## src/rtl/vpi_pkg.sv

```systemverilog
`default_nettype none
package vpi_pkg;

    localparam int unsigned ADDR_W = 5;

    typedef logic signed [31:0] t_q;

    typedef enum logic [2:0] {
        OP_ACCEL   = 3'd0,
        OP_TICK    = 3'd1,
        OP_IMPULSE = 3'd2,
        OP_SET_VEL = 3'd3,
        OP_MOVE    = 3'd4,
        OP_SET_POS = 3'd5,
        OP_CLAMP   = 3'd6
    } t_op;

    localparam logic [2:0] REG_FROZEN  = 3'd0;
    localparam logic [2:0] REG_GRAV_EN = 3'd1;
    localparam logic [2:0] REG_GRAV    = 3'd2;
    localparam logic [2:0] REG_DT_SQ   = 3'd3;
    localparam logic [2:0] REG_DAMPING = 3'd4;

    localparam logic        RST_FROZEN  = 1'b0;
    localparam logic        RST_GRAV_EN = 1'b1;
    localparam t_q          RST_GRAV    = -32'sd642252;
    localparam logic [15:0] RST_DT_SQ   = 16'd73;
    localparam logic [16:0] RST_DAMPING = 17'd65208;

    localparam t_q BOUND_HI = 32'sd131072000;
    localparam t_q BOUND_LO = -32'sd131072000;
    localparam t_q Q_MAX    = 32'sh7fffffff;
    localparam t_q Q_MIN    = 32'sh80000000;

    typedef struct packed {
        logic        frozen;
        logic        grav_en;
        t_q          grav;
        logic [15:0] dt_sq;
        logic [16:0] damping;
    } t_cfg;

    function automatic t_q f_sat33(input logic signed [32:0] v);
        t_q r;
        if (v[32] != v[31]) begin
            r = v[32] ? Q_MIN : Q_MAX;
        end else begin
            r = v[31:0];
        end
        return r;
    endfunction

    function automatic t_q f_sat34(input logic signed [33:0] v);
        t_q r;
        if ((v[33] == v[32]) && (v[32] == v[31])) begin
            r = v[31:0];
        end else begin
            r = v[33] ? Q_MIN : Q_MAX;
        end
        return r;
    endfunction

    function automatic t_q f_add(input t_q a, input t_q b);
        logic signed [32:0] s;
        s = {a[31], a} + {b[31], b};
        return f_sat33(s);
    endfunction

    function automatic t_q f_sub(input t_q a, input t_q b);
        logic signed [32:0] s;
        s = {a[31], a} - {b[31], b};
        return f_sat33(s);
    endfunction

endpackage
`default_nettype wire

```

## src/rtl/vpi_axis.sv

```systemverilog
`default_nettype none
module vpi_axis (
    input  wire vpi_pkg::t_op  i_op,
    input  wire logic          i_frozen,
    input  wire logic [16:0]   i_damping,
    input  wire logic [15:0]   i_dt_sq,
    input  wire vpi_pkg::t_q   i_grav,
    input  wire vpi_pkg::t_q   i_vec,
    input  wire vpi_pkg::t_q   i_pos,
    input  wire vpi_pkg::t_q   i_prev,
    input  wire vpi_pkg::t_q   i_acc,
    input  wire vpi_pkg::t_q   i_clamp_lo,
    input  wire logic          i_clamp_hit,
    output vpi_pkg::t_q        o_pos,
    output vpi_pkg::t_q        o_prev,
    output vpi_pkg::t_q        o_acc,
    output vpi_pkg::t_q        o_vel,
    output logic               o_hit
);

    vpi_pkg::t_q        w_acc_g;
    vpi_pkg::t_q        w_vel;
    logic signed [49:0] w_prod_d;
    logic signed [48:0] w_prod_p;
    vpi_pkg::t_q        w_damped;
    vpi_pkg::t_q        w_push;
    vpi_pkg::t_q        w_pos_tick;
    logic               w_lo_hit;
    logic               w_hi_hit;
    vpi_pkg::t_q        w_clamped;
    vpi_pkg::t_q        n_pos;
    vpi_pkg::t_q        n_prev;
    vpi_pkg::t_q        n_acc;

    // damped verlet step, products floored by arithmetic shift
    assign w_acc_g    = vpi_pkg::f_add(i_acc, i_grav);
    assign w_vel      = vpi_pkg::f_sub(i_pos, i_prev);
    assign w_prod_d   = w_vel * $signed({1'b0, i_damping});
    assign w_prod_p   = w_acc_g * $signed({1'b0, i_dt_sq});
    assign w_damped   = vpi_pkg::f_sat34(w_prod_d[49:16]);
    assign w_push     = vpi_pkg::f_sat34({w_prod_p[48], w_prod_p[48:16]});
    assign w_pos_tick = vpi_pkg::f_add(i_pos, vpi_pkg::f_add(w_damped, w_push));

    assign w_lo_hit  = i_pos <= i_clamp_lo;
    assign w_hi_hit  = i_pos >= vpi_pkg::BOUND_HI;
    assign w_clamped = w_lo_hit ? i_clamp_lo : (w_hi_hit ? vpi_pkg::BOUND_HI : i_pos);
    assign o_hit     = w_lo_hit || w_hi_hit;

    always_comb begin
        n_pos  = i_pos;
        n_prev = i_prev;
        n_acc  = i_acc;
        case (i_op)
            vpi_pkg::OP_ACCEL: begin
                n_acc = vpi_pkg::f_add(i_acc, i_vec);
            end
            vpi_pkg::OP_TICK: begin
                if (!i_frozen) begin
                    n_pos  = w_pos_tick;
                    n_prev = i_pos;
                    n_acc  = '0;
                end
            end
            vpi_pkg::OP_IMPULSE: begin
                n_prev = vpi_pkg::f_sub(i_prev, i_vec);
            end
            vpi_pkg::OP_SET_VEL: begin
                n_prev = vpi_pkg::f_sub(i_pos, i_vec);
            end
            vpi_pkg::OP_MOVE: begin
                n_pos  = vpi_pkg::f_add(i_pos, i_vec);
                n_prev = vpi_pkg::f_add(i_prev, i_vec);
            end
            vpi_pkg::OP_SET_POS: begin
                n_pos  = i_vec;
                n_prev = i_vec;
            end
            vpi_pkg::OP_CLAMP: begin
                n_pos = w_clamped;
                if (i_clamp_hit) begin
                    n_prev = w_clamped;
                end
            end
            default: ;
        endcase
    end

    assign o_pos  = n_pos;
    assign o_prev = n_prev;
    assign o_acc  = n_acc;
    assign o_vel  = vpi_pkg::f_sub(n_pos, n_prev);

endmodule
`default_nettype wire

```

## config.mk

```make
export PLATFORM = sky130hd
export DESIGN_NAME = vpi_axis
export DESIGN_NICKNAME = d
export VERILOG_FILES = /design/src/rtl/vpi_pkg.sv /design/src/rtl/vpi_axis.sv
export SDC_FILE = /design/constraint.sdc
export NUM_CORES = 2
export LEC_CHECK = 0
export BUFFER_PORTS_ARGS = -buffer_cell sky130_fd_sc_hd__buf_2
export CAP_MARGIN = 20
export CORE_MARGIN = 1.5
export CORE_UTILIZATION = 66
export DETAILED_ROUTE_END_ITERATION = 8
export PLACE_DENSITY = 0.83
export SETUP_SLACK_MARGIN = 0.5
export SLEW_MARGIN = 0
export SYNTH_ARGS = -nofsm -noshare
export SYNTH_HDL_FRONTEND = slang
export SYNTH_SLANG_ARGS = --single-unit
export TNS_END_PERCENT = 50
```

## constraint.sdc

```tcl
create_clock -name vclk -period 23.1
set_input_delay 1.155 -clock vclk [all_inputs]
set_output_delay 1.155 -clock vclk [all_outputs]
set_load 0.01 [all_outputs]
```

==> metrics.csv <==
stage,metric,value,unit
routing,drt_iter0_markers,7380,
setup_path,critical-path-max-stage-delay,0.56,ns
timing,fin_hold_ws,2.689,ns
final_layout,regArea,0,µm²
setup_path,critPathMaxFanout,30,
setup_path,worst_setup_path_end_kind,primary output,
job,maxCapViolations,0,
die,fp-row-count,109,
global_routing,first_global_vias,58620,
global_routing,antenna_found_initial,9,
setup_path,critPathLaunch,i_prev[1],
routing,drc_errors,4,
die,dieArea,91350,µm²
timing,slew_headroom,0.2191,
routing,wirelength,228.9,mm
timing,drv_slew,0,
timing,rsz0062_at_grt,no,
setup_path,arrival,20.86,ns
routing,first_pass_iters,9,
global_routing,grt_max_degree,43,
routing,ant_nets,0,
place,io_buffers,359,
final_layout,final_util,0.7100,
final_layout,layout.cells.non_filler,8842,
timing,tightest_slew,1.171,ns
place,dp.cells,8800,
global_routing,grt_pass1_wl,341.0,mm
setup_path,slowest_stage,fa_1,
global_routing,grt_usage,0.4921,
synth,ys_types,99,
timing,fmaxAchievable,45.42,MHz
run_status,status,finished with violations,
timing,fin_crit_sh,0.9530,
synth,avgSynthCellArea,7.887,µm²
synth,synthesis.area,59100,µm²
routing,routedWlPerCell,25.89,µm
setup_path,crit_top_cell,fa_1,
routing,vias,58840,
timing,fin_tns_setup,0,ns
final_layout,num-clock-buffers,0,
die,die_y,302.2,µm
final_layout,synthToLayoutAreaGrowth,6.343,%
final_layout,flops_and_latches,0,
setup_path,cp.required,21.95,ns
timing,finalCriticalPeriod,22.02,ns
place,gp_congestion,1.106,
setup_path,start_kind,input pin,
die,start_util,0.6677,
timing,finalHoldViolCount,0,
setup_path,crit_type,in2out,
clock_network,hold_buffers,0,
worst_hold_path,hp-class,in2out,
synth,seq_area_frac_synth,0,
global_routing,overflow,0,
run_status,violations,design-rule violations,
final_layout,layout-drive-gt1-share,0.09137,
die,die_w,302.2,µm
synth,syn_nets,9330,
synth,syn_inst,7493,
place,place_hpwl,188.3,mm
routing,vias_per_cell,6.654,
synth,yosys_warnings,0,
die,core,88510,µm²
final_layout,nNetsFinal,9511,
worst_hold_path,hp-start,i_acc[0],
timing,setup_violations,0,
die,io_pins,359,
==> area by class of cell <==
type                            instances  area, µm²
Multi-Input combinational cell       5703      52620
Fill cell                            7030      25660
Inverter                             1399       5251
Timing Repair Buffer                  570       3503
Tap cell                             1165       1458
Antenna cell                            5      12.51
==> worst max-delay path, delay by kind of cell <==
family / cells / cell delay (ns)
AO/OA/AOI/OAI: 44 / 9.17
adder cells (fa/ha/maj): 14 / 5.90
buffers and inverters: 16 / 2.42
AND/OR/NAND/NOR: 10 / 1.67
multiplexers: 2 / 0.33
XOR/XNOR: 1 / 0.15
==> through the flow <==
step,setup slack [ns],cell area [µm²]
after floorplan,2.516,59100
after global placement,-0.9444,62080
after detailed placement,-0.5739,62120
after CTS,0.5355,62230
after global routing,0.3055,62840
final,1.085,62850
==> logic make-up (layout without fill, tap and decap cells) <==
logic type                 count (synthesis)  in the layout  share of synthesized area
and+or+nand+nor                         1774           1775                     0.1463
muxes                                     13             13                   0.002265
other                                      0              5                          0
xor gates and xnor gates                 365            365                    0.05409
buffers and inverters                   1791           1969                     0.1177
adders and majority gates               1626           1626                     0.4725
AOI/OAI and AO/OA                       1924           1924                     0.2071
==> layout by cell type (no fill, tap or decap), types with 31 or more instances in the layout <==
master    Yosys  final
a221oi_1     46     46
a21o_1      178    177
xor2_1      110    109
inv_1      1396   1395
nor3_1       79     79
nand2b_1     64     64
and3_1       47     47
nand3_1      94     93
xnor2_1     255    249
o21a_1       87     85
fa_1       1016   1016
nor2b_1      54     54
a21oi_1     628    618
o31ai_1      54     46
a211oi_1     48     43
nand2_1     620    615
o21ai_0     384    372
ha_1        591    585
o211ai_1     34     34
a221o_1      52     52
nand4_1      72     72
buf_4         2    200
o21ai_1      32     31
o21bai_1     61     61
nor2_1      312    309
and2_1      342    339
a31oi_1      70     63
buf_2        70    358
==> cells in the mapped netlist (all sizes together) (61+ instances only) <==
library cell,count,share of area
buf,101,0.010
and2,346,0.037
a31oi,70,0.0074
inv,1396,0.089
nand2,621,0.040
o21a,87,0.011
nand3,94,0.0080
a21o,178,0.023
clkbuf,291,0.019
a21oi,629,0.053
o21ai,416,0.035
fa,1016,0.34
xor2,110,0.016
ha,591,0.13
nor2,313,0.020
o21bai,61,0.0077
nand2b,64,0.0068
xnor2,255,0.038
nor3,80,0.0069
nand4,72,0.0076
==> worst paths after layout <==
kind	endpoint	depth (start not counted)
setup / recovery	o_vel[1]	87
hold / removal	o_acc[0]	3
==> what timing repair did <==
item	in CTS	in global routing
cloned	0	1
hold endpoints to repair	0	0
pin swaps	1	21
setup endpoints to repair	32	32
gates resized for setup	15	72
setup buffers	2	32
==> layer usage <==
| layer | track usage | wire length (µm) | up-vias |
|---|---|---|---|
| li1 | - | - | 24950 |
| met1 | 0.6212 | 81340 | 28030 |
| met2 | 0.7213 | 94750 | 4684 |
| met3 | 0.1740 | 34710 | 1158 |
| met4 | 0.2999 | 17810 | 18 |
| met5 | 0.01812 | 276 | - |
