## src/rtl/vpi_pkg.sv

```systemverilog
`default_nettype none
package vpi_pkg;

    localparam int unsigned ADDR_W = 5;

    typedef logic signed [31:0] t_q;

    typedef enum logic [2:0] {
        OP_ACCEL   = 3'd0,
        OP_TICK    = 3'd1,
        OP_IMPULSE = 3'd2,
        OP_SET_VEL = 3'd3,
        OP_MOVE    = 3'd4,
        OP_SET_POS = 3'd5,
        OP_CLAMP   = 3'd6
    } t_op;

    localparam logic [2:0] REG_FROZEN  = 3'd0;
    localparam logic [2:0] REG_GRAV_EN = 3'd1;
    localparam logic [2:0] REG_GRAV    = 3'd2;
    localparam logic [2:0] REG_DT_SQ   = 3'd3;
    localparam logic [2:0] REG_DAMPING = 3'd4;

    localparam logic        RST_FROZEN  = 1'b0;
    localparam logic        RST_GRAV_EN = 1'b1;
    localparam t_q          RST_GRAV    = -32'sd642252;
    localparam logic [15:0] RST_DT_SQ   = 16'd73;
    localparam logic [16:0] RST_DAMPING = 17'd65208;

    localparam t_q BOUND_HI = 32'sd131072000;
    localparam t_q BOUND_LO = -32'sd131072000;
    localparam t_q Q_MAX    = 32'sh7fffffff;
    localparam t_q Q_MIN    = 32'sh80000000;

    typedef struct packed {
        logic        frozen;
        logic        grav_en;
        t_q          grav;
        logic [15:0] dt_sq;
        logic [16:0] damping;
    } t_cfg;

    function automatic t_q f_sat33(input logic signed [32:0] v);
        t_q r;
        if (v[32] != v[31]) begin
            r = v[32] ? Q_MIN : Q_MAX;
        end else begin
            r = v[31:0];
        end
        return r;
    endfunction

    function automatic t_q f_sat34(input logic signed [33:0] v);
        t_q r;
        if ((v[33] == v[32]) && (v[32] == v[31])) begin
            r = v[31:0];
        end else begin
            r = v[33] ? Q_MIN : Q_MAX;
        end
        return r;
    endfunction

    function automatic t_q f_add(input t_q a, input t_q b);
        logic signed [32:0] s;
        s = {a[31], a} + {b[31], b};
        return f_sat33(s);
    endfunction

    function automatic t_q f_sub(input t_q a, input t_q b);
        logic signed [32:0] s;
        s = {a[31], a} - {b[31], b};
        return f_sat33(s);
    endfunction

endpackage
`default_nettype wire

```

## src/rtl/vpi_cfg.sv

```systemverilog
`default_nettype none
module vpi_cfg (
    input  wire logic                       i_clk,
    input  wire logic                       i_rst_n,
    input  wire logic                       psel,
    input  wire logic                       penable,
    input  wire logic                       pwrite,
    input  wire logic [vpi_pkg::ADDR_W-1:0] paddr,
    input  wire logic [31:0]                pwdata,
    output logic [31:0]                     prdata,
    output logic                            pready,
    output vpi_pkg::t_cfg                   o_cfg
);

    vpi_pkg::t_cfg r_cfg;
    logic          w_wr;
    logic [2:0]    w_idx;

    assign pready = 1'b1;
    assign w_wr   = psel && penable && pwrite;
    assign w_idx  = paddr[vpi_pkg::ADDR_W-1:2];
    assign o_cfg  = r_cfg;

    always_ff @(posedge i_clk) begin
        if (!i_rst_n) begin
            r_cfg.frozen  <= vpi_pkg::RST_FROZEN;
            r_cfg.grav_en <= vpi_pkg::RST_GRAV_EN;
            r_cfg.grav    <= vpi_pkg::RST_GRAV;
            r_cfg.dt_sq   <= vpi_pkg::RST_DT_SQ;
            r_cfg.damping <= vpi_pkg::RST_DAMPING;
        end else if (w_wr) begin
            case (w_idx)
                vpi_pkg::REG_FROZEN:  r_cfg.frozen  <= pwdata[0];
                vpi_pkg::REG_GRAV_EN: r_cfg.grav_en <= pwdata[0];
                vpi_pkg::REG_GRAV:    r_cfg.grav    <= pwdata;
                vpi_pkg::REG_DT_SQ:   r_cfg.dt_sq   <= pwdata[15:0];
                vpi_pkg::REG_DAMPING: r_cfg.damping <= pwdata[16:0];
                default: ;
            endcase
        end
    end

    always_comb begin
        case (w_idx)
            vpi_pkg::REG_FROZEN:  prdata = {31'd0, r_cfg.frozen};
            vpi_pkg::REG_GRAV_EN: prdata = {31'd0, r_cfg.grav_en};
            vpi_pkg::REG_GRAV:    prdata = r_cfg.grav;
            vpi_pkg::REG_DT_SQ:   prdata = {16'd0, r_cfg.dt_sq};
            vpi_pkg::REG_DAMPING: prdata = {15'd0, r_cfg.damping};
            default:              prdata = 32'd0;
        endcase
    end

endmodule
`default_nettype wire

```

## config.mk

```make
export PLATFORM = sky130hd
export DESIGN_NAME = vpi_cfg
export DESIGN_NICKNAME = d
export VERILOG_FILES = /design/src/rtl/vpi_pkg.sv /design/src/rtl/vpi_cfg.sv
export SDC_FILE = /design/constraint.sdc
export NUM_CORES = 1
export LEC_CHECK = 0
export CORE_ASPECT_RATIO = 0.6
export CORE_UTILIZATION = 60
export DETAILED_ROUTE_END_ITERATION = 8
export DONT_BUFFER_PORTS = 1
export GPL_TIMING_DRIVEN = 1
export PLACE_DENSITY = 0.72
export REMOVE_ABC_BUFFERS = 1
export SETUP_SLACK_MARGIN = 0.5
export SLEW_MARGIN = 15
export SYNTH_ARGS = -nofsm -noshare
export SYNTH_HDL_FRONTEND = slang
export SYNTH_SLANG_ARGS = --single-unit
```

## constraint.sdc

```tcl
create_clock -name i_clk -period 1.55 [get_ports i_clk]
set_input_delay 0.155 -clock i_clk [delete_from_list [all_inputs] [get_ports i_clk]]
set_output_delay 0.155 -clock i_clk [all_outputs]
set_load 0.01 [all_outputs]
```

==> key figures, run 1 <==
Synth
  • Post-Synthesis Cells: 348
  • Post-synth top area cell: dfxtp_1
  • Post-synth EDFFs: 0
  • Post-synth ARST share: 0%
  • Ranking of synthesized cells by area: dfxtp_1 (42%), mux2i_1 (15%), o311ai_1 (6.6%), nand2_1 (5.8%), o2bb2ai_1 (4.1%)
  • #FFs+latches synth: 67
  • Synthesized area: 3171 sq um
  • Prevailing post-synth register cell: dfxtp_1
  • Area share of the largest cell type after synthesis: 42.30%
  • Syn avg cell area: 9.111 sq um
  • Ys Warns: 0
  • Sequential-to-total area share from yosys stat: 42.30%
  • Top-count cell post-synth: dfxtp_1
  • Synth cell count leaders: dfxtp_1 (67), mux2i_1 (49), nand2_1 (49)
  • Number of distinct library cells after synthesis: 31

Clocking
  • # H-tree levels: 3
  • Clock Root Buffer: clkbuf_8
  • CTS sink cnt: 67
  • CTS tree: built
  • Num CTS Buffers: 9
  • Maximum clock insertion buffer count: 2
  • Skew-Pair Late Insertion Delay: 0.32 ns
  • Worst-path clk slew: 0.07 ns

Global route
  • First-pass GRT wire length: 11770 um
  • Initial antenna violation count: 0
  • Largest net degree at the start of global routing: 87
  • Total grt overflow: 0
  • Vias in the first global route: 2427
  • GRT Util Overall: 27.90%

Worst setup path
  • Reg2Reg Capture Point: o_cfg[9]$_SDFFE_PN1P_
  • CP peak stage delay: 0.36 ns
  • Worst EP required: 1.39 ns
  • CP max FO: 3
  • R2R Path Start: o_cfg[9]$_SDFFE_PN1P_
  • Critical path type: reg -> out
  • Crit start category: flop
  • Cell Chain, Critical Path: mux2i_1 > o22ai_1 > o21a_1
  • Setup crit end kind: output pin
  • WP data arrival: 1.11 ns
  • Reg-to-reg setup timing slack: 0.77 ns
  • Reg2Reg Depth: 2
  • Critical Path Source: o_cfg[65]$_SDFFE_PN1P_
  • Slowest cell on crit path: dfxtp_4

Finish
  • Layout Nets: 403
  • Final core occ: 80.47%
  • Layout fillers: 345
  • Layout area overhead: 28.93%
  • Antenna diodes: 0
  • Finished Layout Cells: 431
  • Fraction of layout cells with a size suffix above 1: 41.10%
  • Max reg flops: 67

Route
  • DRT Pass-1 Iters: 4
  • Vias per Instance: 6.109
  • Total wire length: 8262 um
  • Metal3 WL: 704 um
  • Final ANT Viol Nets: 0
  • WL met2: 3884 um
  • Routed len/inst: 19.17 um
  • Top Layer Used: met4
  • Wire length on met1: 3607 um
  • Via count: 2633
  • Starting DRT DRC Count: 110
  • # DRC: 0

STA
  • Final setup vio count: 0
  • Final Skew: 0 ns
  • Crit path time final: 1.268 ns
  • Period utilization: 81.84%
  • Fmax achieved: 788.4 MHz
  • Final max-slew violation count: 0
  • Final setup TNS: 0 ns
  • Worst hold margin: -0.1021 ns
  • RSZ-0062 raised after global routing: true
  • Final hold viol count: 58

Min path
  • Hold worst-path end: o_cfg[12]$_SDFFE_PN1P_
  • Hold depth: 1
  • Hold_sp: i_rst_n
  • Hold WC Path Type: in -> reg

Placed design
  • Dpl hpwl: 4980 um
  • I/O Buffers: 0
  • Final RePlAce weighted congestion: 0.7227
  • DP Cell Count: 392

Run status
  • Status: finished, violations left
  • Failing checks: negative hold slack

Power
  • PwrDens: 855.0 nW/um^2
  • Max VDD drop: 680.6 uV
  • Leak: 1.501 nW

Die
  • Rows: 20
  • Io pins: 142
  • Core ar.: 5080 sq um
  • Die area: 5588 sq um
  • Die boundary height: 58.31 um
  • Chip width: 95.85 um
  • Effective utilization at floorplan: 62.41%

Job
  • Max-cap violations: 0
## where the power goes
part	internal (mW)	total [mW]	switching, mW
Clock	0.822	1.44	0.615
Combinational	0.169	0.339	0.169
Sequential	1.69	1.72	0.0282
## cell type report
type	count	area [sq um]	share of cell area, %
Clock buffer	13	158.9	3.887
Clock inverter	2	35.03	0.8571
Inverter	28	105.1	2.571
Multi-Input combinational cell	218	1853	45.33
Sequential cell	67	1488	36.39
Tap cell	66	82.58	2.020
Timing Repair Buffer	37	365.4	8.938
## worst max-delay path by stage
stage,endpoint,slack [ns],cells past startpoint
floorplan,o_cfg[33]$_SDFFE_PN0P_,-0.99,3
global placement,prdata[24],0.24,3
detailed placement,prdata[20],0.17,3
CTS,prdata[0],0.27,3
global route,prdata[0],0.22,3
finish,prdata[0],0.28,3
## worst max-delay path: cells and delay by family (launching register included)
| family | cells | cell delay [ns] |
|---|---|---|
| flops | 1 | 0.36 |
| mux | 1 | 0.13 |
| compound gates | 2 | 0.29 |
## routing by layer
metal	GRT usage (%)	vias up
met5	0	-
met3	10.21	8
met4	6.397	0
li1	-	1246
met1	35.91	1270
met2	45.20	109
## stage by stage
stage / power [mW] / setup slack (ns) / hold WS [ns] / area [sq um]
after floorplan: 1.966 / -0.9928 / 0.2196 / 2995
after global placement: 2.016 / 0.2408 / 0.2282 / 3203
after detailed placement: 2.021 / 0.1684 / 0.2364 / 3203
after CTS: 3.494 / 0.2736 / -0.1199 / 3704
after global routing: 3.614 / 0.2199 / -0.1008 / 4088
final: 3.495 / 0.2815 / -0.1021 / 4088
## cells by family after synthesis
logic type | after synthesis | share of synthesized area, %
buffers and inverters | 63 | 8.840
AND/OR/NAND/NOR | 79 | 11.92
other | 1 | 0.1183
AO/OA/AOI/OAI | 89 | 21.35
multiplexers | 49 | 15.47
flip-flops | 67 | 42.30
## layout by cell type, fill, tap and decap left out, types with 7 or more instances in the layout
cell / count
clkbuf_8: 11
inv_1: 28
mux2i_1: 37
buf_4: 16
dfxtp_2: 24
dlygate4sd3_1: 14
o2bb2ai_2: 10
o21ai_0: 21
dfxtp_4: 31
dfxtp_1: 12
mux2i_2: 7
and2_4: 15
o311ai_1: 24
o211ai_2: 10
nand2_1: 49
o21ai_1: 14
## timing repair
item,CTS,global route
buffers inserted,1,9
endpoints found under the hold margin,64,60
gates resized for setup,78,70
hold buffers,9,5
setup endpoints to repair,32,33
pin swaps,4,14
No activity file was read; power rests on OpenSTA's default activity.
==> run 2, diff against run 1 <==
- CORE_UTILIZATION: 60 -> 57
- PLACE_DENSITY: 0.72 -> 0.71
- clock period: 1.55 -> 1.1 ns (I/O delays scaled with it)
==> run 2 against run 1 <==
The run ends with design-rule violations, negative hold slack, negative setup slack left. Flip-flop and latch count unchanged. Cell area is 20% higher. Count of clock-buffer cells in the layout down 3. Power is 36% higher. Utilization grew 14 points. Sequential power grew 38%. First-iteration DRC count up 150%. Die area increased by 5.1%. Global-route usage is 4.9 points higher.
==> key figures, run 2 (synthesis gave the netlist of run 1 again) <==
Global route
  • Initial antenna violation count: 0
  • GRT Util Overall: 32.84%
  • Total grt overflow: 0
  • Largest net degree at the start of global routing: 87
  • First-pass GRT wire length: 14480 um
  • Vias in the first global route: 2809

Clocking
  • Maximum clock insertion buffer count: 2
  • CTS sink cnt: 67
  • Worst-path clk slew: 0.08 ns
  • Num CTS Buffers: 9
  • Skew-Pair Late Insertion Delay: 0.36 ns
  • # H-tree levels: 3
  • CTS tree: built
  • Clock Root Buffer: clkbuf_8

Placed design
  • Dpl ws: -0.06810 ns
  • DP Cell Count: 411
  • Placed inst area: 3371 sq um
  • I/O Buffers: 0
  • Final RePlAce weighted congestion: 0.7086
  • Dpl hpwl: 5464 um

Finish
  • Commonest non-fill, non-tap cells in the layout: dfxtp_4 (56), mux2i_1 (38), nand2_1 (37)
  • Footprint of the multi-input gates: 2263 sq um
  • Antenna diodes: 0
  • Finished Layout Cells: 449
  • Register area: 1565 sq um
  • Layout fillers: 138
  • Max reg flops: 67
  • Layout Nets: 422
  • Final core occ: 94.33%
  • Design area: 4910 sq um
  • Commonest non-fill, non-tap cell in the layout: dfxtp_4
  • Fraction of layout cells with a size suffix above 1: 65.54%
  • Layout area overhead: 54.85%

Route
  • # DRC: 9
  • Starting DRT DRC Count: 270
  • Total wire length: 13180 um
  • DRT Pass-1 Iters: 7
  • Vias per Instance: 7.058
  • Via count: 3169
  • Routed len/inst: 29.35 um
  • Final ANT Viol Nets: 0

STA
  • Final setup TNS: -0.8229 ns
  • Final setup margin: -0.2643 ns
  • Crit path time final: 1.364 ns
  • Final max-slew violation count: 0
  • Final Skew: 0 ns
  • Worst hold margin: -0.1649 ns
  • Fmax achieved: 733.0 MHz
  • Period utilization: 124.0%
  • RSZ-0062 raised after global routing: true
  • Final hold viol count: 57
  • Final setup vio count: 17

Power
  • Leak: 1.813 nW
  • Int Pwr: 3.379 mW
  • PwrDens: 966.5 nW/um^2
  • Switch share: 28.78%
  • Clk pwr share: 36.5%
  • Sequential Power Share: 50.0%
  • Switching power: 1.366 mW
  • Max VDD drop: 769.5 uV
  • Overall power: 4.745 mW
  • Logic pwr share: 13.4%

Worst setup path
  • CP max FO: 3
  • Crit start category: flop
  • Setup crit end kind: output pin
  • Worst EP required: 0.99 ns
  • Critical path type: reg -> out
  • WP data arrival: 1.25 ns

Die
  • Io pins: 142
  • Core ar.: 5205 sq um
  • Effective utilization at floorplan: 60.91%
  • Rows: 20
  • Die boundary height: 59.77 um
  • Die area: 5874 sq um
  • Chip width: 98.29 um

Run status
  • Failing checks: design-rule violations, negative hold slack, negative setup slack
  • Status: finished, violations left

Min path
  • Hold WC Path Type: in -> reg

Job
  • Max-cap violations: 0
-- run 2: repair_timing --
| action | 4_1_cts | 5_1_grt |
|---|---|---|
| gates resized for setup | 210 | 102 |
| hold endpoints to repair | 67 | 67 |
| setup buffers | 7 | 4 |
| pin swaps | 29 | 20 |
| hold buffers | 6 | 1 |
| gates cloned | 4 | 2 |
| endpoints found under the setup margin | 166 | 166 |
-- run 2: layer usage --
metal | part of all wire [%] | track usage, %
met3 | 10 | 11.46
met2 | 47 | 54.73
met1 | 37 | 39.09
met4 | 5.9 | 15.14
met5 | 0 | 0
-- run 2: worst max-delay path, stage by stage, from the launching register on --
cell and delay [ns]:
dfxtp_4 0.40, mux2i_4 0.08, o22ai_2 0.21, o21a_1 0.21
-- run 2: cell type report --
class,count,area share (%)
Clock inverter,4,0.4077
Sequential cell,67,31.88
Timing Repair Buffer,56,15.19
Clock buffer,10,2.599
Inverter,28,2.141
Multi-Input combinational cell,218,46.10
Tap cell,66,1.682
-- run 2: power by group through the flow --
stage               Clock [mW]  Sequential (mW)  Combinational [mW]
finish                    1.73             2.37               0.637
global route              1.84             2.38               0.654
CTS                       1.66             2.40               0.464
detailed placement           0             2.54               0.337
global placement             0             2.54               0.329
floorplan                    0             2.53               0.237
-- run 2: path summary, 6_finish.rpt --
| kind | to | cells after the start | slack, ns | start |
|---|---|---|---|---|
| min | o_cfg[66]$_SDFFE_PN0P_ | 1 | -0.16 | paddr[4] |
| max reg2reg | o_cfg[47]$_SDFFE_PN0P_ | 3 | 0.19 | o_cfg[47]$_SDFFE_PN0P_ |
| min reg2reg | o_cfg[24]$_SDFFE_PN0P_ | 2 | 0.50 | o_cfg[24]$_SDFFE_PN0P_ |
| max | prdata[0] | 3 | -0.26 | o_cfg[65]$_SDFFE_PN1P_ |
